<file path="config.mk">
export PLATFORM = sky130hd
export DESIGN_NAME = top_k_score_table_core
export DESIGN_NICKNAME = d
export VERILOG_FILES = /design/src/rtl/tks_pkg.sv /design/src/rtl/tks_ctrl.sv /design/src/rtl/tks_datapath.sv /design/src/rtl/top_k_score_table_core.sv
export SDC_FILE = /design/constraint.sdc
export NUM_CORES = 1
export LEC_CHECK = 0
export BUFFER_PORTS_ARGS = -buffer_cell sky130_fd_sc_hd__clkbuf_2
export CORE_ASPECT_RATIO = 0.9
export CORE_MARGIN = 4
export CORE_UTILIZATION = 45
export DETAILED_ROUTE_END_ITERATION = 6
export PLACE_DENSITY = 0.72
export SLEW_MARGIN = 5
export SYNTH_ARGS = -nofsm -noshare
export SYNTH_HDL_FRONTEND = slang
export SYNTH_SLANG_ARGS = --single-unit
</file>
<file path="constraint.sdc">
create_clock -name clk -period 11.2 [get_ports clk]
set_clock_uncertainty 0.1 [all_clocks]
set_input_delay 0.56 -clock clk [delete_from_list [all_inputs] [get_ports clk]]
set_output_delay 0.56 -clock clk [all_outputs]
set_load 0.01 [all_outputs]
</file>
<file path="src/rtl/tks_pkg.sv">
`timescale 1ns / 1ps
// tks_pkg: shared types and constants for the top-k score table.
// Used by tks_ctrl, tks_datapath and top_k_score_table_core.
package tks_pkg;

  localparam int DEPTH_DEF = 10;
  localparam int SCORE_W   = 32;
  localparam int RANK_W    = 4;

  localparam logic OP_READ   = 1'b0;
  localparam logic OP_SUBMIT = 1'b1;

  typedef struct packed {
    logic                      op;
    logic signed [SCORE_W-1:0] score;
  } in_t;

  typedef struct packed {
    logic signed [SCORE_W-1:0] entry_score;
    logic [RANK_W-1:0]         rank;
    logic                      last;
  } out_t;

  typedef enum logic [1:0] {
    ST_IDLE,
    ST_READ,
    ST_SUBMIT
  } state_t;

  typedef struct packed {
    logic load;
    logic scan_read;
    logic scan_submit;
  } cmd_t;

  typedef struct packed {
    logic idx_last;
  } sts_t;

endpackage

</file>
<file path="src/rtl/tks_ctrl.sv">
`timescale 1ns / 1ps
// tks_ctrl: sequencer for the score table; issues load and scan commands.
// Depends on tks_pkg.
module tks_ctrl
  import tks_pkg::*;
(
  input  logic clk,
  input  logic rst_n,
  input  logic start,
  input  logic op,
  input  sts_t sts,
  output logic busy,
  output cmd_t cmd
);

  state_t state_r, state_nxt;

  always_ff @(posedge clk) begin
    if (!rst_n) begin
      state_r <= ST_IDLE;
    end else begin
      state_r <= state_nxt;
    end
  end

  always_comb begin
    state_nxt = state_r;
    unique case (state_r)
      ST_IDLE: begin
        if (start) begin
          state_nxt = (op == OP_SUBMIT) ? ST_SUBMIT : ST_READ;
        end
      end
      ST_READ, ST_SUBMIT: begin
        if (sts.idx_last) begin
          state_nxt = ST_IDLE;
        end
      end
      default: state_nxt = ST_IDLE;
    endcase
  end

  always_comb begin
    busy            = 1'b1;
    cmd             = '0;
    unique case (state_r)
      ST_IDLE: begin
        busy     = 1'b0;
        cmd.load = start;
      end
      ST_READ:   cmd.scan_read   = 1'b1;
      ST_SUBMIT: cmd.scan_submit = 1'b1;
      default:   busy            = 1'b0;
    endcase
  end

endmodule

</file>
<file path="src/rtl/tks_datapath.sv">
`timescale 1ns / 1ps
// tks_datapath: circular score table, one compare per cycle, result register.
// Depends on tks_pkg.
module tks_datapath
  import tks_pkg::*;
#(
  parameter int DEPTH = DEPTH_DEF
) (
  input  logic clk,
  input  logic rst_n,
  input  cmd_t cmd,
  input  in_t  in_data,
  output sts_t sts,
  output logic out_valid,
  output out_t out_data
);

  localparam int IDX_W = $clog2(DEPTH);
  localparam int CNT_W = $clog2(DEPTH + 2);

  logic [SCORE_W-1:0]        tbl_r [DEPTH];
  logic signed [SCORE_W-1:0] score_r;
  logic [SCORE_W-1:0]        carry_r;
  logic                      placed_r;
  logic [IDX_W-1:0]          idx_r;
  logic [IDX_W-1:0]          pos_r;
  logic                      out_valid_r;
  out_t                      out_r;

  logic [SCORE_W-1:0] head;
  logic               hit;
  logic               scan;
  logic [SCORE_W-1:0] tail_nxt;
  logic [CNT_W-1:0]   idx_plus1;
  logic [CNT_W-1:0]   rank_sub;

  assign head      = tbl_r[0];
  assign scan      = cmd.scan_read | cmd.scan_submit;
  assign hit       = !placed_r && ((head == '0) || ($signed(head) <= score_r));
  assign idx_plus1 = CNT_W'(idx_r) + CNT_W'(1);
  assign sts.idx_last = (idx_r == IDX_W'(DEPTH - 1));

  always_comb begin
    tail_nxt = head;
    if (cmd.scan_submit) begin
      if (hit) begin
        tail_nxt = score_r;
      end else if (placed_r) begin
        tail_nxt = carry_r;
      end
    end
  end

  always_comb begin
    if (placed_r) begin
      rank_sub = CNT_W'(pos_r) + CNT_W'(1);
    end else if (hit) begin
      rank_sub = idx_plus1;
    end else begin
      rank_sub = CNT_W'(DEPTH + 1);
    end
  end

  always_ff @(posedge clk) begin
    if (!rst_n) begin
      for (int i = 0; i < DEPTH; i++) begin
        tbl_r[i] <= '0;
      end
      placed_r    <= 1'b0;
      idx_r       <= '0;
      out_valid_r <= 1'b0;
    end else begin
      out_valid_r <= 1'b0;
      if (cmd.load) begin
        placed_r <= 1'b0;
        idx_r    <= '0;
      end else if (scan) begin
        for (int i = 0; i < DEPTH - 1; i++) begin
          tbl_r[i] <= tbl_r[i+1];
        end
        tbl_r[DEPTH-1] <= tail_nxt;
        idx_r          <= sts.idx_last ? '0 : idx_r + IDX_W'(1);
        if (cmd.scan_submit && hit) begin
          placed_r <= 1'b1;
        end
        out_valid_r <= cmd.scan_read | (cmd.scan_submit & sts.idx_last);
      end
    end
  end

  always_ff @(posedge clk) begin
    if (cmd.load) begin
      score_r <= in_data.score;
    end
    if (cmd.scan_submit && (hit || placed_r)) begin
      carry_r <= head;
    end
    if (cmd.scan_submit && hit) begin
      pos_r <= idx_r;
    end
    if (cmd.scan_read) begin
      out_r.entry_score <= head;
      out_r.rank        <= RANK_W'(idx_plus1);
      out_r.last        <= sts.idx_last;
    end else if (cmd.scan_submit) begin
      out_r.entry_score <= '0;
      out_r.rank        <= RANK_W'(rank_sub);
      out_r.last        <= 1'b1;
    end
  end

  assign out_valid = out_valid_r;
  assign out_data  = out_r;

endmodule

</file>
<file path="src/rtl/top_k_score_table_core.sv">
`timescale 1ns / 1ps
// top_k_score_table_core: descending top-DEPTH score table with rank reporting.
// Depends on tks_pkg, tks_ctrl and tks_datapath.
//
//   channel  ports                        transfer when
//   input    start, busy, in_data (in_t)  start && !busy
//   result   out_valid, out_data (out_t)  out_valid (one cycle, no stall)
//
// Each item is the transfer cycle, then a scan in which the table rotates
// through one compare stage, one entry per cycle, over all DEPTH entries.
// A read gives DEPTH results, one per cycle, each in the cycle after its
// entry passes the head. A submit gives one result in the cycle after the scan.
// Synchronous reset clears the table to empty. The receiver cannot stall;
// busy drops as the last result is registered.
module top_k_score_table_core
  import tks_pkg::*;
#(
  parameter int DEPTH = DEPTH_DEF
) (
  input  logic clk,
  input  logic rst_n,
  input  logic start,
  output logic busy,
  input  in_t  in_data,
  output logic out_valid,
  output out_t out_data
);

  cmd_t cmd;
  sts_t sts;

  tks_ctrl u_ctrl (
    .clk   (clk),
    .rst_n (rst_n),
    .start (start),
    .op    (in_data.op),
    .sts   (sts),
    .busy  (busy),
    .cmd   (cmd)
  );

  tks_datapath #(
    .DEPTH (DEPTH)
  ) u_dp (
    .clk       (clk),
    .rst_n     (rst_n),
    .cmd       (cmd),
    .in_data   (in_data),
    .sts       (sts),
    .out_valid (out_valid),
    .out_data  (out_data)
  );

  a_accept_busy: assert property (@(posedge clk) disable iff (!rst_n)
    (start && !busy) |=> busy)
    else $error("busy not raised after transfer");

  a_out_near_busy: assert property (@(posedge clk) disable iff (!rst_n)
    out_valid |-> (busy || $past(busy)))
    else $error("result outside an item");

  a_last_gap: assert property (@(posedge clk) disable iff (!rst_n)
    (out_valid && out_data.last) |=> !out_valid)
    else $error("result right after last");

  a_one_cmd: assert property (@(posedge clk) disable iff (!rst_n)
    $onehot0({cmd.load, cmd.scan_read, cmd.scan_submit}))
    else $error("overlapping commands");

endmodule
</file>
==> results.toml <==
[drt]
firstDrtPassIters = 5
wl_per_cell_um = 17.8
drt_iter0_drc = 788
totalWireLength_um = 31800
drc = 0
route.antenna.remaining_nets = 1
viasPerCell = 5.15
dr_total_vias = 9169

[setup_path]
critPathKind = "reg2reg"
cp_cell_sequence = "inv_1 -> ha_2 -> nand2_1 -> nand2_1 -> nand2_4 -> buf_12 -> buf_4"
startpoint_type = "flip-flop"
critPathTopFamily = "buffers and inverters"
slowest_stage = "buf_4"
critPathBufInv = 3
arrival_ns = 3.93
cp_max_fo = 169
cp.required_ns = 11.24
critPathCaptureType = "flip-flop"
cpMostUsedCell = "nand2_1"
critical-path-max-stage-delay_ns = 0.97

[logic_synthesis]
synthTopCellsByArea = "edfxtp_1 73%, and2_1 11%, ha_1 2.7%, o2bb2ai_1 1.4%, a22o_1 1.1%"
synth_top_family_by_area = "simple AND/OR/NAND/NOR gates"
yosys.cell_count.top_type = "edfxtp_1"
ys_seq_elements = 433
synth-xor-area-share = 0.00200
netlist.area_leader.share = 0.728
synthArstFlopShare = 0
synthMuxAreaShare = 0.00178
synthTopCellsByCount = "425 x edfxtp_1, 320 x and2_1, 47 x clkbuf_1, 47 x inv_1, 38 x ha_1"
yosysTopAreaCell = "edfxtp_1"
ys_seq_area_frac = 0.737
yosys.area_share.adder = 0.0271
ys_warn_count = 0
synth_compound_area_frac = 0.0671
syn_inst = 1148
syn-num-nets = 1222
syn-cell-area_um2 = 17500
synth_area_per_cell_um2 = 15.3
ys.flop_type = "edfxtp_1"
yosys.area_share.simple = 0.138
synth_cell_type_count = 54
synth_edf_count = 425

[timing]
setup_viol = 0
period_share = 0.347
worst_slack_ns = 7.31
fin_tns_setup_ns = 0
worst_pin_slew_ns = 1.07
slew_viol_final = 0
clock.fmax_ghz = 0.257
hold_viol_final = 0
maxSlewHeadroom = 0.286
finalCriticalPeriod_ns = 3.89
rsz0062_at_grt = "false"

[grt]
grtUsageTotal = 0.149
grt_max_degree = 170
grt_pass1_wl_um = 50200
first_global_vias = 9096
antenna_found_initial = 0
grt_overflow_total = 0

[power_and_ir_drop]
vdd_ir_drop_max_v = 0.000120
p_total_uw = 3650
p_per_area_nw_per_um2 = 185
p_leak_uw = 0.00741

[finish]
design_area_um2 = 19800
area_growth_pct = 12.7
drive_above_1_share = 0.133
stdcell_count = 1780
nets = 1296

[clock_tree]
cts_hold_buf = 0
htreeDepth = 2
numCtsBuffers = 44
post_cts_buffers = 0
cts.sinks = 433
cts_tree = "built"
ctsRootBufferMaster = "clkbuf_16"
clk_latency_ns = 0.54
path_clk_slew_ns = 0.06
clock_path_buffers = 3
cts.repair.resized = 0

[die]
core.rowCount = 68
die_w_um = 216
die_area_um2 = 42200
initial_core_util = 0.456
fp.dieH_um = 195
io_pins = 75
core_area_um2 = 38500

[placed_design]
dp_hpwl_um = 18600
dp_slack_ns = 7.25
dp_cells = 1701
dpl_cell_area_um2 = 18400
io_buffers = 74
place_congestion = 0.828

[job]
cap_violations = 0

[hold_path]
hold_path_class = "in2reg"

[run_status]
violations = "antenna violations"
status = "finished with violations"
[flip-flops by register name (all words and copies together) (netlist names)]
register        count
u_dp.idx_r          4
u_dp.score_r       32
u_dp.carry_r       32
u_dp.out_data      37
u_ctrl.state_r      2
u_dp.out_valid      1
u_dp.pos_r          4
u_dp.placed_r       1
u_dp.tbl_r        320
[cell usage in the layout (no fill, tap or decap), types with 20 or more instances in the layout]
cell       netlist  layout
a22o_1          22      22
ha_1            38      37
nor2_1          23      23
a21oi_1         20      20
a31oi_1         23      22
and2_1         320     320
o2bb2ai_1       29      29
edfxtp_1       425     425
clkbuf_16        0      45
o21ai_0         29      29
clkbuf_2         0      74
inv_1           47      47
[report_power, final]
part	switching, uW	internal, uW
logic	174	77.2
registers	56.8	1940
clock network	580	820
[routing by layer]
metal,routed length [um],global-route usage,vias to the layer above
li1,-,-,4345
met5,0,0,-
met4,937,0.0529,0
met2,14900,0.234,228
met3,1570,0.0274,56
met1,14300,0.210,4540
[metrics by stage]
| stage | hold WS (ns) | utilization |
|---|---|---|
| 2_1_floorplan | 0.306 | - |
| 5_1_grt | 0.0759 | 0.514 |
| 3_5_place_dp | 0.402 | 0.478 |
| 6_report | 0.101 | 0.514 |
| 4_1_cts | 0.0734 | 0.514 |
| 3_3_place_gp | 0.399 | 0.478 |
[worst register-to-register path, stage by stage, from the launching register on]
cell	delay (ns)
dfxtp_1	0.36
inv_1	0.08
ha_2	0.19
nand2_1	0.16
nand2_1	0.12
nand2_4	0.61
buf_12	0.78
buf_4	1.08
[cell type report]
cell class                 instances  area, um^2
antenna                            5        12.5
sequential                       433       12900
inverter                          48         180
multi-input combinational        608        4160
timing repair buffer              87         480
tap                              525         657
clock buffer                      50        1140
clock inverter                    24         211
fill                            3217       18700
[final timing paths]
| check | slack [ns] | depth (start not counted) | from | endpoint |
|---|---|---|---|---|
| setup reg to reg | 7.31 | 7 | u_ctrl.state_r[0] | u_dp.tbl_r[0][8] |
| setup / recovery | 7.31 | 7 | u_ctrl.state_r[0] | u_dp.tbl_r[0][8] |
| hold / removal | 0.10 | 1 | in_data[25] | u_dp.score_r[25] |
| hold reg to reg | 0.41 | 1 | u_dp.tbl_r[0][171] | u_dp.tbl_r[0][139] |
[logic make-up after synthesis]
group,Yosys count
mux,3
flops,433
xor+xnor,4
compound gates,161
buf+inv,107
simple gates,402
fa+ha+maj,38
No activity file was read; power rests on OpenSTA's default activity.
